<file path="src/rtl/chrg_pkg.sv">
package chrg_pkg;

  localparam int unsigned DataW  = 32;
  localparam int unsigned CountW = 7;

  // longest run, longer counts saturate here
  localparam logic [CountW-1:0] MaxRun = CountW'(64);

  // round keys
  localparam logic [DataW-1:0] Round1K1 = 32'hbaa96887;
  localparam logic [DataW-1:0] Round1K2 = 32'h4b0f3b58;
  localparam logic [DataW-1:0] Round2K1 = 32'h1e17d32c;
  localparam logic [DataW-1:0] Round2K2 = 32'he874f0c3;

  // data that rides alongside the hash through the pipeline
  typedef struct packed {
    logic [DataW-1:0] ctr;
    logic [DataW-1:0] scale;
    logic             last;
  } chrg_side_t;

endpackage

</file>
<file path="src/rtl/chrg_scale.sv">
module chrg_scale
  import chrg_pkg::*;
(
  input  logic             clk_i,
  input  logic             rst_ni,
  input  logic             adv_i,
  input  logic             vld_i,
  input  logic [DataW-1:0] raw_i,
  input  chrg_side_t       side_i,
  output logic             vld_o,
  output logic [DataW-1:0] raw_o,
  output logic [DataW-1:0] scaled_o,
  output logic [DataW-1:0] ctr_next_o,
  output logic             last_o
);

  logic [2*DataW-1:0] prod;
  logic               vld_q;
  logic [DataW-1:0]   raw_q, scaled_q, ctr_next_q;
  logic               last_q;

  // 0.32 fraction times Q16.16, keep the upper word
  assign prod = {{DataW{1'b0}}, raw_i} * {{DataW{1'b0}}, side_i.scale};

  always_ff @(posedge clk_i or negedge rst_ni) begin
    if (!rst_ni) begin
      vld_q <= 1'b0;
    end else if (adv_i) begin
      vld_q <= vld_i;
    end
  end

  always_ff @(posedge clk_i) begin
    if (adv_i) begin
      raw_q      <= raw_i;
      scaled_q   <= prod[2*DataW-1:DataW];
      ctr_next_q <= side_i.ctr + DataW'(1);
      last_q     <= side_i.last;
    end
  end

  assign vld_o      = vld_q;
  assign raw_o      = raw_q;
  assign scaled_o   = scaled_q;
  assign ctr_next_o = ctr_next_q;
  assign last_o     = last_q;

endmodule

</file>
<file path="config.mk">
export PLATFORM = sky130hd
export DESIGN_NAME = chrg_scale
export DESIGN_NICKNAME = d
export VERILOG_FILES = /design/src/rtl/chrg_pkg.sv /design/src/rtl/chrg_scale.sv
export SDC_FILE = /design/constraint.sdc
export NUM_CORES = 2
export LEC_CHECK = 0
export ABC_AREA = 1
export ABC_CLOCK_PERIOD_IN_PS = 1200
export CORE_ASPECT_RATIO = 0.9
export CORE_MARGIN = 2
export CORE_UTILIZATION = 67
export DETAILED_ROUTE_END_ITERATION = 10
export DONT_BUFFER_PORTS = 1
export PLACE_DENSITY = 0.82
export SETUP_SLACK_MARGIN = 0.05
export SYNTH_ARGS = -nofsm -noshare
export SYNTH_HDL_FRONTEND = slang
export SYNTH_SLANG_ARGS = --single-unit
</file>
<file path="constraint.sdc">
create_clock -name clk_i -period 1.2 [get_ports clk_i]
set_input_delay 0.12 -clock clk_i [delete_from_list [all_inputs] [get_ports clk_i]]
set_output_delay 0.12 -clock clk_i [all_outputs]
set_load 0.02 [all_outputs]
</file>
==> key figures <==
STA
  – Final setup fails: 37
  – Count of final max-slew check failures: 0
  – Slew @ Worst Pin: roughly 470 ps
  – RSZ-0062 raised after global routing: yes
  – Final setup margin: -4650 ps
  – Skew final: 0 ps
  – Max Freq: about 170 MHz
  – Hold WS: -190 ps
  – Final worst path period share: 4.87
  – Final period demand of the worst path: 5850 ps
  – Relative slew slack: 0.684
  – Final hold vios: 98

CTS
  – CTS Buffer Depth: 2
  – Root buf cell: clkbuf_16
  – Clk_lat worst skew: about 400 ps
  – Reg clk slew, reported paths: 100 ps
  – Clk sinks: between 90 and 100
  – TritonCTS clock tree: built
  – Number of H-tree levels: 3
  – Cts bufs inserted: 9

Die
  – # IOs: about 200
  – Starting Density: 0.677
  – Die area: slightly below 60000 um2
  – Die width: approximately 260 um
  – Die height: roughly 230 um
  – Area of the core: 56900 um2
  – Floorplan row count: 83

Synth
  – #FFs+latches synth: between 90 and 100
  – Post-synth cell types: 37
  – Mean Syn Cell Area: ~7.9 um2
  – Number of flops mapped to enable cells by yosys: 97
  – Synth area leaders: fa_1, inv_1, nand2_1, ha_1, edfxtp_1
  – Synth Cell Area: about 39000 um2
  – Most frequent cell after synthesis: inv_1
  – Warnings from Yosys: 0
  – Mapped Nets: ~6200
  – Synthesized instance count: a little under 5000
  – Asr flop ratio synth: 0.0102
  – Largest area contributor in the netlist: fa_1
  – Seq/Total Area, Yosys: 0.0762
  – Area share of the largest cell type after synthesis: 0.465
  – Synth cell count leaders: inv_1, nand2_1, fa_1
  – Post-synth top flop: edfxtp_1

GRT
  – Remaining Overflow, GRT: 0
  – Initial antenna violation count: 0
  – GRT Total Usage: 0.408
  – Largest net degree at the start of global routing: slightly below 100
  – First-pass GRT wire length: 186000 um
  – Via count of the first global-routing pass: about 35000

Critical path
  – R2R Path Start: vld_o$_DFFE_PN0P_
  – Flop2flop setup slack: approximately 330 ps
  – Crit. End Element: flop
  – Crit path DAT: between 6000 and 7000 ps
  – Reg2Reg Depth: 1
  – Worst Setup SP: raw_i[22]
  – CP Max Fanout: 33
  – Critical Path Start Type: primary input
  – CP required: between 1000 and 1500 ps
  – FF-to-FF End: vld_o$_DFFE_PN0P_
  – Critical path class: in2reg

Flow run
  – Max-cap violations: 0

Drt
  – DRT Pass-1 Iters: 6
  – Antenna-violating nets left: 0
  – Vias/cell: ~5.6
  – Total number of vias: about 32000
  – Drt wl/cell: around 21 um
  – Total Wirelength: between 100000 and 150000 um
  – DRC errors left: 0
  – Starting DRT DRC Count: about 3500

Final layout
  – Nets: between 6000 and 7000
  – Area Growth Syn to Fin: 12.4%
  – Area of the multi-input gates: roughly 31000 um2
  – Fraction of layout cells with a size suffix above 1: 0.140
  – Antenna cells: 0
  – Fillers: approximately 3800
  – Register area: between 2000 and 3000 um2

Run status
  – Failing checks: hold timing, setup timing
  – Status: finished with violations

Placement
  – RD Place Congestion: 0.990
  – Port buffer count: 0
  – DPL Wire Length: roughly 85000 um

Worst hold path
  – Min-delay src: adv_i
  – Worst Hold Depth: 0
  – Worst hold path type: in2reg
  – Hold endpoint: ctr_next_o[16]$_DFFE_PP_
-- area by class of cell --
class / count / share of cell area
Tap cell: 765 / 0.0221
Timing Repair Buffer: 229 / 0.0458
Clock inverter: 7 / 0.00176
Sequential cell: 98 / 0.0678
Clock buffer: 9 / 0.00520
Multi-Input combinational cell: 2994 / 0.716
Inverter: 1624 / 0.142
-- registers in the layout, summed over array words and instances (netlist names) --
| register | flops |
|---|---|
| ctr_next_o | 32 |
| raw_o | 32 |
| scaled_o | 32 |
| last_o | 1 |
| vld_o | 1 |
-- cells by family after synthesis --
family                     after synthesis  synth area share
AOI/OAI and AO/OA                      155            0.0212
xor gates and xnor gates                39           0.00886
adders and majority gates             1156             0.550
buffers and inverters                 1816             0.177
DFF                                     98            0.0762
muxes                                    1          0.000292
and+or+nand+nor                       1643             0.167
-- metrics by stage --
stage,setup WS (ps),utilization,TNS (ps),cells,area [um2]
floorplan,-4630,-,-146540,4908,39400
global placement,-5100,0.708,-161600,5627,40300
detailed placement,-5180,0.708,-164630,5627,40300
CTS,-4510,0.747,-144310,5707,42500
global route,-4780,0.761,-150870,5726,43300
finish,-4650,0.761,-146660,5726,43300
-- layout by cell type, fill, tap and decap left out, types with 36 or more instances in the layout --
cell	n
a21oi_1	43
buf_4	146
dlygate4sd3_1	63
edfxtp_1	97
fa_1	823
fa_2	72
ha_1	230
inv_1	1515
inv_2	95
nand2_1	1254
nand2_2	75
nand2_4	36
nor2_1	104
nor2_4	45
-- per-layer routing --
layer | vias to the layer above | part of all wire | GRT usage
li1 | 13700 | - | -
met1 | 15700 | 0.36 | 0.530
met2 | 2318 | 0.45 | 0.631
met3 | 490 | 0.14 | 0.139
met4 | 0 | 0.049 | 0.169
met5 | - | 0 | 0
-- worst max path at each step --
stage | to | slack, ps | depth (start not counted)
after global routing | scaled_o[12]$_DFFE_PP_ | -4780 | 24
after global placement | scaled_o[20]$_DFFE_PP_ | -5100 | 23
after CTS | scaled_o[22]$_DFFE_PP_ | -4510 | 25
after detailed placement | scaled_o[28]$_DFFE_PP_ | -5180 | 27
final | scaled_o[25]$_DFFE_PP_ | -4650 | 22
after floorplan | scaled_o[5]$_DFFE_PP_ | -4630 | 25
-- worst max-delay path, cell delays in order --
cell and delay, ps:
nand2_2 70, inv_2 50, fa_1 560, inv_2 60
fa_1 490, fa_2 670, fa_1 450, inv_2 70
fa_1 420, fa_1 490, fa_2 650, fa_2 500
ha_4 410, nand2_8 100, nor2_4 140, inv_2 70
nor2_4 130, inv_2 70, nor3_1 160, nand2_1 130
nand3_1 90, nand2_1 60
-- timing repair --
| action | CTS | global route |
|---|---|---|
| buffers inserted | 4 | 17 |
| endpoints found under the setup margin | 32 | 45 |
| pin swaps | 186 | 181 |
| endpoints found under the hold margin | 159 | 101 |
| hold buffers | 61 | 3 |
| gates resized for setup | 370 | 207 |
Power is not shown: default switching activity piles up to over one toggle a cycle in this logic, so the estimate is an artifact.
