File: config.mk
export PLATFORM = sky130hd
export DESIGN_NAME = chrg_round
export DESIGN_NICKNAME = d
export VERILOG_FILES = /design/src/rtl/chrg_pkg.sv /design/src/rtl/chrg_round.sv
export SDC_FILE = /design/constraint.sdc
export NUM_CORES = 2
export LEC_CHECK = 0
export ABC_AREA = 1
export BUFFER_PORTS_ARGS = -buffer_cell sky130_fd_sc_hd__buf_2
export CAP_MARGIN = 30
export CORE_MARGIN = 8
export CORE_UTILIZATION = 56
export CTS_CLUSTER_DIAMETER = 30
export DETAILED_ROUTE_END_ITERATION = 8
export GPL_TIMING_DRIVEN = 0
export HOLD_SLACK_MARGIN = 0.1
export PLACE_DENSITY = 0.75
export SETUP_SLACK_MARGIN = 0.3
export SYNTH_ARGS = -nofsm -noshare
export SYNTH_HDL_FRONTEND = slang
export SYNTH_SLANG_ARGS = --single-unit
File: constraint.sdc
create_clock -name clk_i -period 2.3 [get_ports clk_i]
set_input_delay 0.115 -clock clk_i [delete_from_list [all_inputs] [get_ports clk_i]]
set_output_delay 0.115 -clock clk_i [all_outputs]
set_load 0.03 [all_outputs]
File: src/rtl/chrg_pkg.sv
package chrg_pkg;

  localparam int unsigned DataW  = 32;
  localparam int unsigned CountW = 7;

  // longest run, longer counts saturate here
  localparam logic [CountW-1:0] MaxRun = CountW'(64);

  // round keys
  localparam logic [DataW-1:0] Round1K1 = 32'hbaa96887;
  localparam logic [DataW-1:0] Round1K2 = 32'h4b0f3b58;
  localparam logic [DataW-1:0] Round2K1 = 32'h1e17d32c;
  localparam logic [DataW-1:0] Round2K2 = 32'he874f0c3;

  // data that rides alongside the hash through the pipeline
  typedef struct packed {
    logic [DataW-1:0] ctr;
    logic [DataW-1:0] scale;
    logic             last;
  } chrg_side_t;

endpackage

File: src/rtl/chrg_round.sv
module chrg_round
  import chrg_pkg::*;
(
  input  logic             clk_i,
  input  logic             rst_ni,
  input  logic             adv_i,
  input  logic             vld_i,
  input  logic [DataW-1:0] a_i,
  input  logic [DataW-1:0] b_i,
  input  logic [DataW-1:0] k1_i,
  input  logic [DataW-1:0] k2_i,
  input  chrg_side_t       side_i,
  output logic             vld_o,
  output logic [DataW-1:0] res_o,
  output chrg_side_t       side_o
);

  logic [DataW-1:0] w;
  logic [15:0]      v_hi, w_lo;
  logic [DataW-1:0] diff;
  logic [16:0]      sum;
  logic [DataW-1:0] p_sq_d, p_wv_d;
  logic [DataW-1:0] p_sq_q, p_wv_q, b_q;
  chrg_side_t       side_a_q;
  logic             vld_a_q;
  logic [DataW-1:0] u, rot, res_d;
  logic             vld_b_q;
  logic [DataW-1:0] res_q;
  chrg_side_t       side_b_q;

  // stage a: the two products
  assign w      = a_i ^ k1_i;
  assign v_hi   = w[31:16];
  assign w_lo   = w[15:0];
  assign diff   = {16'b0, v_hi} - {16'b0, w_lo};
  assign sum    = {1'b0, v_hi} + {1'b0, w_lo};
  assign p_sq_d = diff * {15'b0, sum};
  assign p_wv_d = {16'b0, v_hi} * {16'b0, w_lo};

  // stage b: rotate, key and fold into b
  assign u     = ~p_sq_q;
  assign rot   = {u[15:0], u[31:16]};
  assign res_d = b_q ^ ((rot ^ k2_i) + p_wv_q);

  always_ff @(posedge clk_i or negedge rst_ni) begin
    if (!rst_ni) begin
      vld_a_q <= 1'b0;
      vld_b_q <= 1'b0;
    end else if (adv_i) begin
      vld_a_q <= vld_i;
      vld_b_q <= vld_a_q;
    end
  end

  always_ff @(posedge clk_i) begin
    if (adv_i) begin
      p_sq_q   <= p_sq_d;
      p_wv_q   <= p_wv_d;
      b_q      <= b_i;
      side_a_q <= side_i;
      res_q    <= res_d;
      side_b_q <= side_a_q;
    end
  end

  assign vld_o  = vld_b_q;
  assign res_o  = res_q;
  assign side_o = side_b_q;

endmodule

==> flow_summary_export.csv <==
group,metric,value,unit
outcome,status,"finished, violations left",
outcome,violations,"setup timing",
logic_synthesis,ys.flop_type,"edfxtp_1",
placement,dpl.hpwl,73400,microns
routing,wl_per_cell,22.4,microns
final_layout,area_delta_synth_final,36.6,%
clock_tree,cts_buffer_depth,3,
worst_setup_path,worstSetupPathType,"in -> reg",
die,start_util,0.566,
logic_synthesis,synth.top_cell.area_share,0.283,
logic_synthesis,async_flop_share,0.00769,
logic_synthesis,ys_types,52,
die,core,52700,sq um
logic_synthesis,synth_common_cells,"687 x inv_1, 564 x nand2_1, 421 x fa_1",
worst_setup_path,critPathSlowestCell,"fa_2",
worst_setup_path,slowest_delay,0.62,ns
sta,rsz0062_at_grt,"yes",
logic_synthesis,yosysWarningCount,0,
final_layout,layout-drive-gt1-share,0.327,
logic_synthesis,ys_seq_elements,260,
sta,maxSlewHeadroom,0.333,
sta,hold_viol,0,
sta,finalCritPeriodShare,3.05,
logic_synthesis,synth.area.mux_share,0,
routing,vias_per_cell,5.58,
worst_setup_path,worst_setup_path_end_kind,"flip-flop",
worst_setup_path,worstPathArrival,7.32,ns
routing,ant_nets,0,
grt,grt_usage,0.321,
grt,grt_max_degree,136,
clock_tree,cts.clk_slew.worst_paths,0.08,ns
logic_synthesis,synth_compound_area_frac,0.0474,
clock_tree,cts_inserted_buffers,28,
logic_synthesis,synth_top_area_cell,"fa_1",
worst_hold_path,hp-class,"in -> reg",
worst_setup_path,cp-start-kind,"input port",
sta,slew_viol_final,0,
grt,grt_pass1_vias,26100,
sta,fin_skew,0.0398,ns
sta,worst_slack,-4.72,ns
logic_synthesis,synth_xor_xnor_area_share,0.0593,
die,fp-row-count,84,
run,max_cap_violations,0,
logic_synthesis,yosysSeqAreaShare,0.261,
placement,io_buffers,294,
logic_synthesis,syn_avg_cell_area,9.38,sq um
clock_tree,h-tree-depth,1,
routing,routed_wl,102000,microns
logic_synthesis,yosysMostFrequentCell,"inv_1",
logic_synthesis,netlist_top_cells_area,"fa_1 28%, edfxtp_1 26%, ha_1 12%",
logic_synthesis,synth_fa_ha_area_frac,0.399,
sta,worst_pin_slew,1.00,ns
logic_synthesis,synth_area,29800,sq um
die,die_w,247,microns
routing,vias,25400,
sta,fmax,142,MHz
final_layout,n_fill_cell,3301,
logic_synthesis,synth-edff-count,258,
routing,drtPass1Iterations,6,
placement,post-place-ws,-6.13,ns
logic_synthesis,synth_top_family_by_area,"adder cells",
die,dieHeight,247,microns
logic_synthesis,syn_inst,3179,
grt,antenna_found_initial,1,
logic_synthesis,synth-simple-area-share,0.136,
routing,dr.first_iter.drc_count,2238,
sta,period_minus_slack,7.02,ns
worst_setup_path,critPathMaxFanout,6,
logic_synthesis,synthesis.nets,4075,
worst_setup_path,path_common_cell,"fa_2",
clock_tree,cts-root-buf,"clkbuf_16",
clock_tree,clk_latency,0.57,ns
clock_tree,clock_sinks,260,
die,io_pins,295,
sta,finalSetupViolCount,70,
grt,grt_pass1_wl,150000,microns
worst_setup_path,worstPathRequired,2.60,ns
routing,drc,0,
placement,place_congestion,0.996,
final_layout,final_nets,4730,
clock_tree,tritoncts,"yes",
grt,overflow,0,
die,design.die.area,60900,sq um
## layout by cell type, fill, tap and decap left out, drive strengths merged, types with 2 or more instances in the layout
cell / netlist / layout
inv: 695 / 702
nand2: 565 / 565
buf: 19 / 552
fa: 421 / 421
nor2: 335 / 335
ha: 278 / 278
edfxtp: 258 / 258
a21oi: 124 / 124
dlygate4sd3: 0 / 100
xor2: 99 / 99
xnor2: 96 / 96
o21ai: 63 / 63
nand3: 59 / 59
clkbuf: 37 / 57
nand4: 19 / 19
nor3: 18 / 18
clkinv: 9 / 17
o21bai: 14 / 14
a21o: 13 / 13
or2: 8 / 8
a31oi: 8 / 8
nand3b: 7 / 7
clkinvlp: 0 / 7
diode: 0 / 6
a211oi: 5 / 5
a21boi: 5 / 5
nor4: 5 / 5
a31o: 4 / 4
nor2b: 2 / 2
o21a: 2 / 2
o221ai: 2 / 2
dfrtp: 2 / 2
o2111ai: 2 / 2
## kinds of logic (layout without fill, tap and decap cells)
| kind of cell | Yosys count | in the layout |
|---|---|---|
| flip-flops | 260 | 260 |
| XOR/XNOR | 195 | 195 |
| buffers and inverters | 760 | 1436 |
| AND/OR/NAND/NOR | 1019 | 1019 |
| adder cells (fa/ha/maj) | 699 | 699 |
| AO/OA/AOI/OAI | 246 | 246 |
| other | 0 | 6 |
## through the flow
step           instance area [sq um]  hold slack (ns)  utilization  TNS, ns  instances
2_1_floorplan                  31500           -0.181            -  -170.93       3179
3_3_place_gp                   33800          -0.0827        0.642  -826.79       4161
3_5_place_dp                   33900          -0.0848        0.643  -242.05       4164
4_1_cts                        39100            0.119        0.743  -168.72       4478
5_1_grt                        40700            0.199        0.774  -189.57       4543
6_report                       40700            0.155        0.774  -182.46       4549
## layer usage
metal / vias up / routed length, microns / global-route usage
met5: - / 9 / 0
met4: 2 / 5830 / 0.144
met3: 351 / 10700 / 0.0673
met2: 1547 / 47500 / 0.530
met1: 12400 / 38100 / 0.404
li1: 11100 / - / -
## worst max-delay path: cells and delay by family
| family | cells | cell delay, ns |
|---|---|---|
| AND/OR/NAND/NOR | 13 | 1.55 |
| XOR/XNOR | 1 | 0.28 |
| buffers and inverters | 6 | 0.60 |
| AO/OA/AOI/OAI | 4 | 0.67 |
| adder cells (fa/ha/maj) | 9 | 4.08 |
## state kept, by name, indices dropped and copies added, names as in the netlist
register and count:
p_sq_q 32, side_a_q 65, vld_o 1, res_o 32
p_wv_q 32, vld_a_q 1, b_q 32, side_o 65
## cell type report
cell class	count	area (sq um)	area share
Inverter	704	2760	0.0678
Buffer	56	769	0.0189
Sequential cell	260	7800	0.191
Timing Repair Buffer	625	4710	0.116
Clock buffer	28	701	0.0172
Clock inverter	23	289	0.00709
Multi-Input combinational cell	2159	22800	0.561
Antenna cell	6	15.0	0.000369
Tap cell	688	861	0.0211
## worst paths after layout
check                      slack [ns]         start         end  cells after the start
hold / removal                   0.16         adv_i  side_o[43]                      1
hold reg to reg                  0.41  side_a_q[27]  side_o[27]                      0
setup reg to reg                -0.19     p_sq_q[1]   res_o[30]                     10
min in group asynchronous        0.45        rst_ni     vld_a_q                      3
max in group asynchronous        1.72        rst_ni       vld_o                      3
setup / recovery                -4.72        a_i[0]  p_sq_q[27]                     33
## timing repair
item | CTS | global route
setup endpoints to repair | 84 | 85
hold buffers | 100 | 0
buffers inserted | 161 | 65
pin swaps | 186 | 159
hold endpoints to repair | 100 | 0
gates resized for setup | 429 | 306
gates cloned | 2 | 0
Power is not shown: default switching activity piles up to over one toggle a cycle in this logic, so the estimate is an artifact.
