## src/rtl/chrg_pkg.sv

```systemverilog
package chrg_pkg;

  localparam int unsigned DataW  = 32;
  localparam int unsigned CountW = 7;

  // longest run, longer counts saturate here
  localparam logic [CountW-1:0] MaxRun = CountW'(64);

  // round keys
  localparam logic [DataW-1:0] Round1K1 = 32'hbaa96887;
  localparam logic [DataW-1:0] Round1K2 = 32'h4b0f3b58;
  localparam logic [DataW-1:0] Round2K1 = 32'h1e17d32c;
  localparam logic [DataW-1:0] Round2K2 = 32'he874f0c3;

  // data that rides alongside the hash through the pipeline
  typedef struct packed {
    logic [DataW-1:0] ctr;
    logic [DataW-1:0] scale;
    logic             last;
  } chrg_side_t;

endpackage

```

## src/rtl/chrg_seq.sv

```systemverilog
module chrg_seq
  import chrg_pkg::*;
(
  input  logic              clk_i,
  input  logic              rst_ni,
  input  logic              adv_i,
  input  logic              in_valid_i,
  output logic              in_ready_o,
  input  logic [DataW-1:0]  counter_start_i,
  input  logic [CountW-1:0] count_i,
  input  logic [DataW-1:0]  scale_i,
  output logic              vld_o,
  output chrg_side_t        side_o
);

  logic [DataW-1:0]  ctr_q, ctr_d;
  logic [DataW-1:0]  scale_q, scale_d;
  logic [CountW-1:0] rem_q, rem_d;
  logic [CountW-1:0] cnt_sat;
  logic              load;

  // free once the last value of the run leaves
  assign in_ready_o = adv_i && (rem_q <= CountW'(1));
  assign load       = in_valid_i && in_ready_o;
  assign cnt_sat    = (count_i > MaxRun) ? MaxRun : count_i;

  assign vld_o        = (rem_q != '0);
  assign side_o.ctr   = ctr_q;
  assign side_o.scale = scale_q;
  assign side_o.last  = (rem_q == CountW'(1));

  always_comb begin
    ctr_d   = ctr_q;
    scale_d = scale_q;
    rem_d   = rem_q;
    if (load) begin
      ctr_d   = counter_start_i;
      scale_d = scale_i;
      rem_d   = cnt_sat;
    end else if (adv_i && vld_o) begin
      ctr_d = ctr_q + DataW'(1);
      rem_d = rem_q - CountW'(1);
    end
  end

  always_ff @(posedge clk_i or negedge rst_ni) begin
    if (!rst_ni) begin
      ctr_q   <= '0;
      scale_q <= '0;
      rem_q   <= '0;
    end else begin
      ctr_q   <= ctr_d;
      scale_q <= scale_d;
      rem_q   <= rem_d;
    end
  end

endmodule

```

## config.mk

```make
export PLATFORM = sky130hd
export DESIGN_NAME = chrg_seq
export DESIGN_NICKNAME = d
export VERILOG_FILES = /design/src/rtl/chrg_pkg.sv /design/src/rtl/chrg_seq.sv
export SDC_FILE = /design/constraint.sdc
export NUM_CORES = 1
export LEC_CHECK = 0
export ABC_AREA = 1
export BUFFER_PORTS_ARGS = -buffer_cell sky130_fd_sc_hd__buf_2
export CAP_MARGIN = 20
export CORE_ASPECT_RATIO = 0.6
export CORE_MARGIN = 1.5
export CORE_UTILIZATION = 55
export CTS_CLUSTER_DIAMETER = 120
export DETAILED_ROUTE_END_ITERATION = 8
export GPL_TIMING_DRIVEN = 0
export PLACE_DENSITY = 0.87
export SLEW_MARGIN = 20
export SYNTH_ARGS = -nofsm -noshare
export SYNTH_HDL_FRONTEND = slang
export SYNTH_SLANG_ARGS = --single-unit
```

## constraint.sdc

```tcl
create_clock -name clk_i -period 3.6 [get_ports clk_i]
set_clock_uncertainty 0.2 [all_clocks]
set_input_delay 0.18 -clock clk_i [delete_from_list [all_inputs] [get_ports clk_i]]
set_output_delay 0.18 -clock clk_i [all_outputs]
set_load 0.02 [all_outputs]
```

==> results of run 1 <==
## metal layers
metal  routed length (um)  track usage [%]  part of all wire, %  vias to the layer above
met1                 5988            50.82                   42                     2252
li1                     -                -                    -                     2313
met4                  432            12.89                  3.0                        0
met2                 6294            56.88                   44                      307
met5                    0                0                    0                        -
met3                 1573            12.41                   11                       49
## cell usage in the layout (no fill, tap or decap), types with 4 or more instances in the layout
| cell | count |
|---|---|
| nand2_1 | 296 |
| buf_2 | 148 |
| dfrtp_1 | 71 |
| dlygate4sd3_1 | 70 |
| nor2_1 | 56 |
| nand3_1 | 44 |
| inv_1 | 42 |
| nand4_1 | 13 |
| o21ai_0 | 13 |
| xor2_1 | 12 |
| clkbuf_16 | 9 |
| buf_6 | 6 |
| buf_4 | 5 |
| a21oi_1 | 5 |
| o211ai_2 | 5 |
| inv_2 | 4 |
| o211ai_1 | 4 |
## final cells by class
type | instances | area share (%)
Buffer | 20 | 2.423
Clock buffer | 12 | 4.282
Clock inverter | 3 | 0.7101
Inverter | 46 | 2.882
Multi-Input combinational cell | 463 | 34.02
Sequential cell | 71 | 29.66
Tap cell | 104 | 2.172
Timing Repair Buffer | 212 | 23.85
## worst paths after layout
kind / endpoint / cells after the start
min in group asynchronous: ctr_q[5] / 2
hold / removal: rem_q[6] / 3
setup reg to reg: ctr_q[20] / 11
max in group asynchronous: scale_q[23] / 3
hold reg to reg: scale_q[26] / 2
setup / recovery: ctr_q[20] / 11
## stage by stage
stage | worst slack, ns | util [%] | hold slack (ns) | total power, mW | cells
after floorplan | 1.615 | - | -0.3156 | 2.470 | 600
after global placement | 1.480 | 68.37 | 0.1727 | 3.003 | 845
after detailed placement | 1.365 | 68.68 | -0.04471 | 3.076 | 846
after CTS | 1.348 | 82.44 | 0.004691 | 4.046 | 931
after global routing | 1.103 | 82.44 | 0.03598 | 4.332 | 931
final | 1.289 | 82.44 | 0.01610 | 4.102 | 931
## kinds of logic (layout without fill, tap and decap cells)
family                   Yosys count  count (layout)  synth area share (%)
flip-flops                        71              71                 42.99
XOR/XNOR                          14              14                 2.967
AND/OR/NAND/NOR                  415             415                 40.30
AO/OA/AOI/OAI                     31              31                 5.147
buffers and inverters             66             293                 7.690
adder cells (fa/ha/maj)            3               3                0.9084
## flip-flops by register name, summed over array words and instances, names as in the netlist
register	flops
ctr_q	32
rem_q	7
scale_q	32
## worst min-delay path, stage by stage
cell,delay (ns)
buf_2,0.13
nand4_1,0.09
a22o_1,0.13
## power groups by stage
stage	logic (mW)	registers, mW	clock network [mW]
2_1_floorplan	0.673	1.80	0
6_report	1.69	1.50	0.912
5_1_grt	1.85	1.54	0.938
4_1_cts	1.66	1.48	0.909
3_5_place_dp	1.60	1.48	0
3_3_place_gp	1.54	1.46	0
==> qor.txt, run 1 <==
Clk pwr share -> 22.2%
Non-Filler Cell Area, Final -> 5991 um^2
Sequential fraction of the synthesis area -> 42.99%
Comb pwr share -> 41.3%
Number of CTS-inserted buffers -> 9
Setup CP Type -> reg -> reg
Critical path capture point type -> flop
Register area -> 1777 um^2
Mapped Cells -> 600
Largest net degree at the start of global routing -> 40
Gpl congestion -> 0.9761
PostCTS Resize Cnt -> 0
Placed Instance Area -> 4991 um^2
Final ANT Viol Nets -> 0
First-pass GRT wire length -> 23,050 um
Crit Path Max Fanout -> 10
H-tree depth -> 3
Clock Path Buffers -> 2
Syn_area_per_cell -> 6.888 um^2
Fin crit share -> 64.19%
Synth cell types -> 27
Vias in the first global route -> 4,779
Mapped Nets -> 678
GRT Overall Usage -> 37.58%
Hold crit path type -> in -> reg
Crit-path leading delay family -> simple AND/OR/NAND/NOR gates
Most frequent cells after synthesis -> 296 x nand2_1, 71 x dfrtp_1, 56 x nor2_1, 44 x nand3_1, 42 x inv_1
Power density over the cells -> 684.7 nW/um^2
Clk sinks -> 71
Internal cell power -> 2.335 mW
DR vias -> 4,921
Layout area overhead -> 44.96%
Count leader, synth -> nand2_1
Highest clock rate -> 432.8 MHz
Standby leakage power -> 3.221 nW
Core ar. -> 7267 um^2
Fin nets -> 901
Post-synthesis async set-or-reset flop share -> 100.0%
Slowest cell on crit path -> dfrtp_1
Psw -> 1.767 mW
Area leader, netlist -> dfrtp_1
Top_reg_cell synth -> dfrtp_1
# DRC -> 0
Drt first pass iters -> 5
Sw Ratio -> 43.07%
Vias per cell -> 5.286
Required @ worst endpoint -> 3.67 ns
Slew Limit Fails -> 0
Die area -> 8060 um^2
Num ports -> 142
Worst-skew pair later-pin latency -> 0.34 ns
Nature of the critical path startpoint -> flop
GRT overflow -> 0
# fillers -> 513
Initial antenna violation count -> 0
Post-CTS Setup Bufs -> 0
Core Rows -> 24
RSZ-0062 raised after global routing -> false
Sequential share of power -> 36.5%
EDFF count, synth -> 0
CTS tree -> built
CTS Root Cell -> clkbuf_16
Number of synthesized register bits -> 71
Worst path bufs/invs -> 3
Delay of the slowest cell on the worst path -> 0.40 ns
Origin of the worst setup path -> rem_q[0]
Worst vdd ir -> 489.3 uV
Max cap viols -> 0
YS warnings -> 0
Post-detail-place hpwl -> 9574 um
Crit path cell chain -> inv_1 > ha_1 > nand3_1 > nor2_2 > nand2_1 > nand2_1 > nand2_2 > inv_2 > buf_2 > nand2_1 > nand3_1
Area contributors post-synth -> dfrtp_1 43%, nand2_1 27%, nand3_1 5.3%
# diodes -> 0
Setup TNS -> 0 ns
Share of cells above drive strength 1 -> 22.73%
Hold_sp -> adv_i
Share of the synthesized area in the top cell type -> 42.99%
Die height -> 70.15 um
Final setup viols -> 0
DR WL/cell -> 15.35 um
Final Hold Violating Endpoints -> 0
Port bufs -> 141
Cell mode on critical path -> nand2_1
Post-Syn Area -> 4133 um^2
Fin crit period -> 2.311 ns
Starting Density -> 56.87%
Reg2reg start -> rem_q[0]
Hold Buf Count CTS -> 70
Routed WL -> 14,290 um
DRT iter0 DRCs -> 607
Outcome -> complete, no violations
Die Wd -> 114.9 um
Reg-to-reg slack, setup -> 1.29 ns
Worst relative slew slack -> 57.09%
Data arrival, critical path -> 2.38 ns
Slew at the pin with the worst max-slew slack -> 0.6437 ns
Worst-path clk slew -> 0.06 ns
Area of the multi-input gates -> 2038 um^2
(Power assumes the default switching activity.)
==> run 2, diff against run 1 <==
CORE_UTILIZATION = 51   (was 55)
PLACE_DENSITY = 0.81   (was 0.87)
clock period = 2.2 ns   (was 3.6 ns; I/O delays follow)
==> run 2 against run 1 <==
Wire length is 0.17% higher. Non-clock buffer count is 4 higher. Global-route usage down 3.8 points. Worst setup slack lost 1.2 ns. Fmax rose by 10%. Register-to-register slack got worse by 1.2 ns. Sequential share of layout area decreased by 0.55 points. Clock power grew 52%. Flip-flop and latch count is the same. Worst hold slack improved by 0.033 ns. Critical path depth is the same. Clock-buffer cell count fell by 1. Largest cell class unchanged.
==> qor.txt, run 2 (same netlist as run 1, synthesis figures left out) <==
Outcome -> complete, no violations
Crit path cell chain -> nand2_1 > nor2_2 > nand2_1 > nor2_2 > nand2_1 > nand2_1 > nand2_1 > nand2_1 > nand2_1 > nand2_1 > nand2_1
Post-detail-place hpwl -> 9639 um (+0.67%)
Final ANT Viol Nets -> 0 (unchanged)
DR WL/cell -> 15.22 um (-0.79%)
First-pass GRT wire length -> 22,610 um (-1.9%)
Crit-path leading delay family -> simple AND/OR/NAND/NOR gates
Clock Path Buffers -> 2 (unchanged)
Total Power -> 6.670 mW (+63%)
Hold crit path type -> in -> async
Die area -> 8671 um^2 (+7.6%)
Initial antenna violation count -> 0 (unchanged)
Drt first pass iters -> 6 (+1)
Worst relative slew slack -> 67.29% (+10 points)
Data arrival, critical path -> 2.11 ns (-0.27 ns)
Cell mode on critical path -> nand2_1
Worst vdd ir -> 697.6 uV (+43%)
Worst path bufs/invs -> 0 (-3)
Most frequent cells in the layout -> 294 x nand2_1, 145 x buf_2, 74 x dlygate4sd3_1
GRT Overall Usage -> 33.80% (-3.8 points)
Gpl congestion -> 0.9819 (+0.59%)
Number of CTS-inserted buffers -> 9 (unchanged)
Delay of the slowest cell on the worst path -> 0.47 ns (+0.07 ns)
Layout area overhead -> 47.71%
Fin nets -> 905 (+0.44%)
DRT iter0 DRCs -> 466 (-23%)
Pre-CTS setup slack -> 0.03376 ns (-1.331 ns)
DR vias -> 4,912 (-0.18%)
Num ports -> 142 (unchanged)
CTS Root Cell -> clkbuf_16
Fin crit share -> 95.10% (+31 points)
Starting Density -> 52.64% (-4.2 points)
Biggest regs -> ctr_q x32, scale_q x32, rem_q x7
# DRC -> 0 (unchanged)
Port bufs -> 141 (unchanged)
Power density over the cells -> 1093 nW/um^2 (+60%)
Crit Path Max Fanout -> 5 (-5)
Standby leakage power -> 3.254 nW (+1.0%)
Post-CTS Setup Bufs -> 0 (unchanged)
Required @ worst endpoint -> 2.22 ns (-1.45 ns)
Highest clock rate -> 478.0 MHz (+10%)
Critical path capture point type -> flop
Slew Limit Fails -> 0 (unchanged)
Vias per cell -> 5.226 (-1.1%)
GRT overflow -> 0 (unchanged)
Die Wd -> 119.2 um (+3.8%)
Core ar. -> 7851 um^2 (+8.0%)
Commonest non-fill, non-tap cell in the layout -> nand2_1
Worst-path clk slew -> 0.06 ns (about the same)
CTS tree -> built
Vias in the first global route -> 4,607 (-3.6%)
Setup WS post-layout -> 0.1078 ns (-1.181 ns)
H-tree depth -> 3 (unchanged)
Die height -> 72.73 um (+3.7%)
Fin crit period -> 2.092 ns (-0.2186 ns)
Slowest cell on crit path -> dfrtp_1
Clk sinks -> 71 (unchanged)
Nature of the critical path startpoint -> flop
# diodes -> 0 (unchanged)
Setup CP Type -> reg -> reg
Largest net degree at the start of global routing -> 47 (+18%)
Setup TNS -> 0 ns (unchanged)
Final Hold Violating Endpoints -> 0 (unchanged)
Worst-skew pair later-pin latency -> 0.33 ns (about the same)
Max cap viols -> 0 (unchanged)
Share of cells above drive strength 1 -> 24.52% (+1.8 points)
Core Rows -> 25 (+4.2%)
Routed WL -> 14,310 um (+0.17%)
Final setup viols -> 0 (unchanged)
Slew at the pin with the worst max-slew slack -> 0.4889 ns (-0.1548 ns)
[run 2: cell count changes in the layout (fill, tap and decap cells not counted), sizes merged]
cell	before	now
clkinv	1	5
dlygate4sd3	70	74
bufinv	1	0
buf	160	159
clkinvlp	1	0
[run 2: area by class of cell]
cell class | instances | area (um^2)
inverter | 46 | 175.2
buffer | 20 | 162.7
fill | 602 | 1747
clock buffer | 11 | 252.7
multi-input combinational | 463 | 2093
sequential | 71 | 1777
tap | 108 | 135.1
timing repair buffer | 216 | 1476
clock inverter | 5 | 32.53
[run 2: layer usage]
metal | track usage [%] | wire length, um | vias to the layer above
li1 | - | - | 2327
met4 | 11.78 | 340 | 0
met1 | 47.21 | 6271 | 2257
met3 | 8.125 | 1388 | 42
met2 | 52.02 | 6310 | 286
met5 | 0 | 0 | -
[run 2: path summary, 6_finish.rpt]
| path | slack [ns] | cells after the start | end | from |
|---|---|---|---|---|
| worst max-delay path | 0.11 | 11 | ctr_q[29] | ctr_q[9] |
| worst max register to register | 0.11 | 11 | ctr_q[29] | ctr_q[9] |
| worst min-delay path | 0.05 | 2 | rem_q[0] | rst_ni |
| min in group clk_i | 0.27 | 2 | scale_q[7] | scale_q[7] |
| max in group asynchronous | 1.18 | 3 | scale_q[8] | rst_ni |
| worst min register to register | 0.27 | 2 | scale_q[7] | scale_q[7] |
[run 2: what timing repair did]
item,4_1_cts,5_1_grt
hold endpoints to repair,142,1
pin swaps,0,1
endpoints found under the setup margin,1,56
hold buffers,74,1
gates resized for setup,1,27
[run 2: power by group]
part	switching [mW]	internal (mW)	total, mW
combinational	1.77	1.06	2.82
sequential	0.593	1.86	2.46
clock	0.566	0.822	1.39
total	2.92	3.75	6.67
[run 2: worst reg2reg max path, delay by kind of cell, from the launching register on]
kind	cells	cell delay, ns
flip-flops	1	0.47
AND/OR/NAND/NOR	11	1.32
[run 2: metrics by stage]
stage	hold slack, ns	cells	util [%]	instance area, um^2
after CTS	0.04927	940	76.83	6032
after global placement	0.1031	849	63.35	4974
final	0.04887	940	77.75	6105
after global routing	0.07859	940	77.75	6105
after detailed placement	-0.1418	850	63.73	5004
after floorplan	-0.3856	600	-	4133
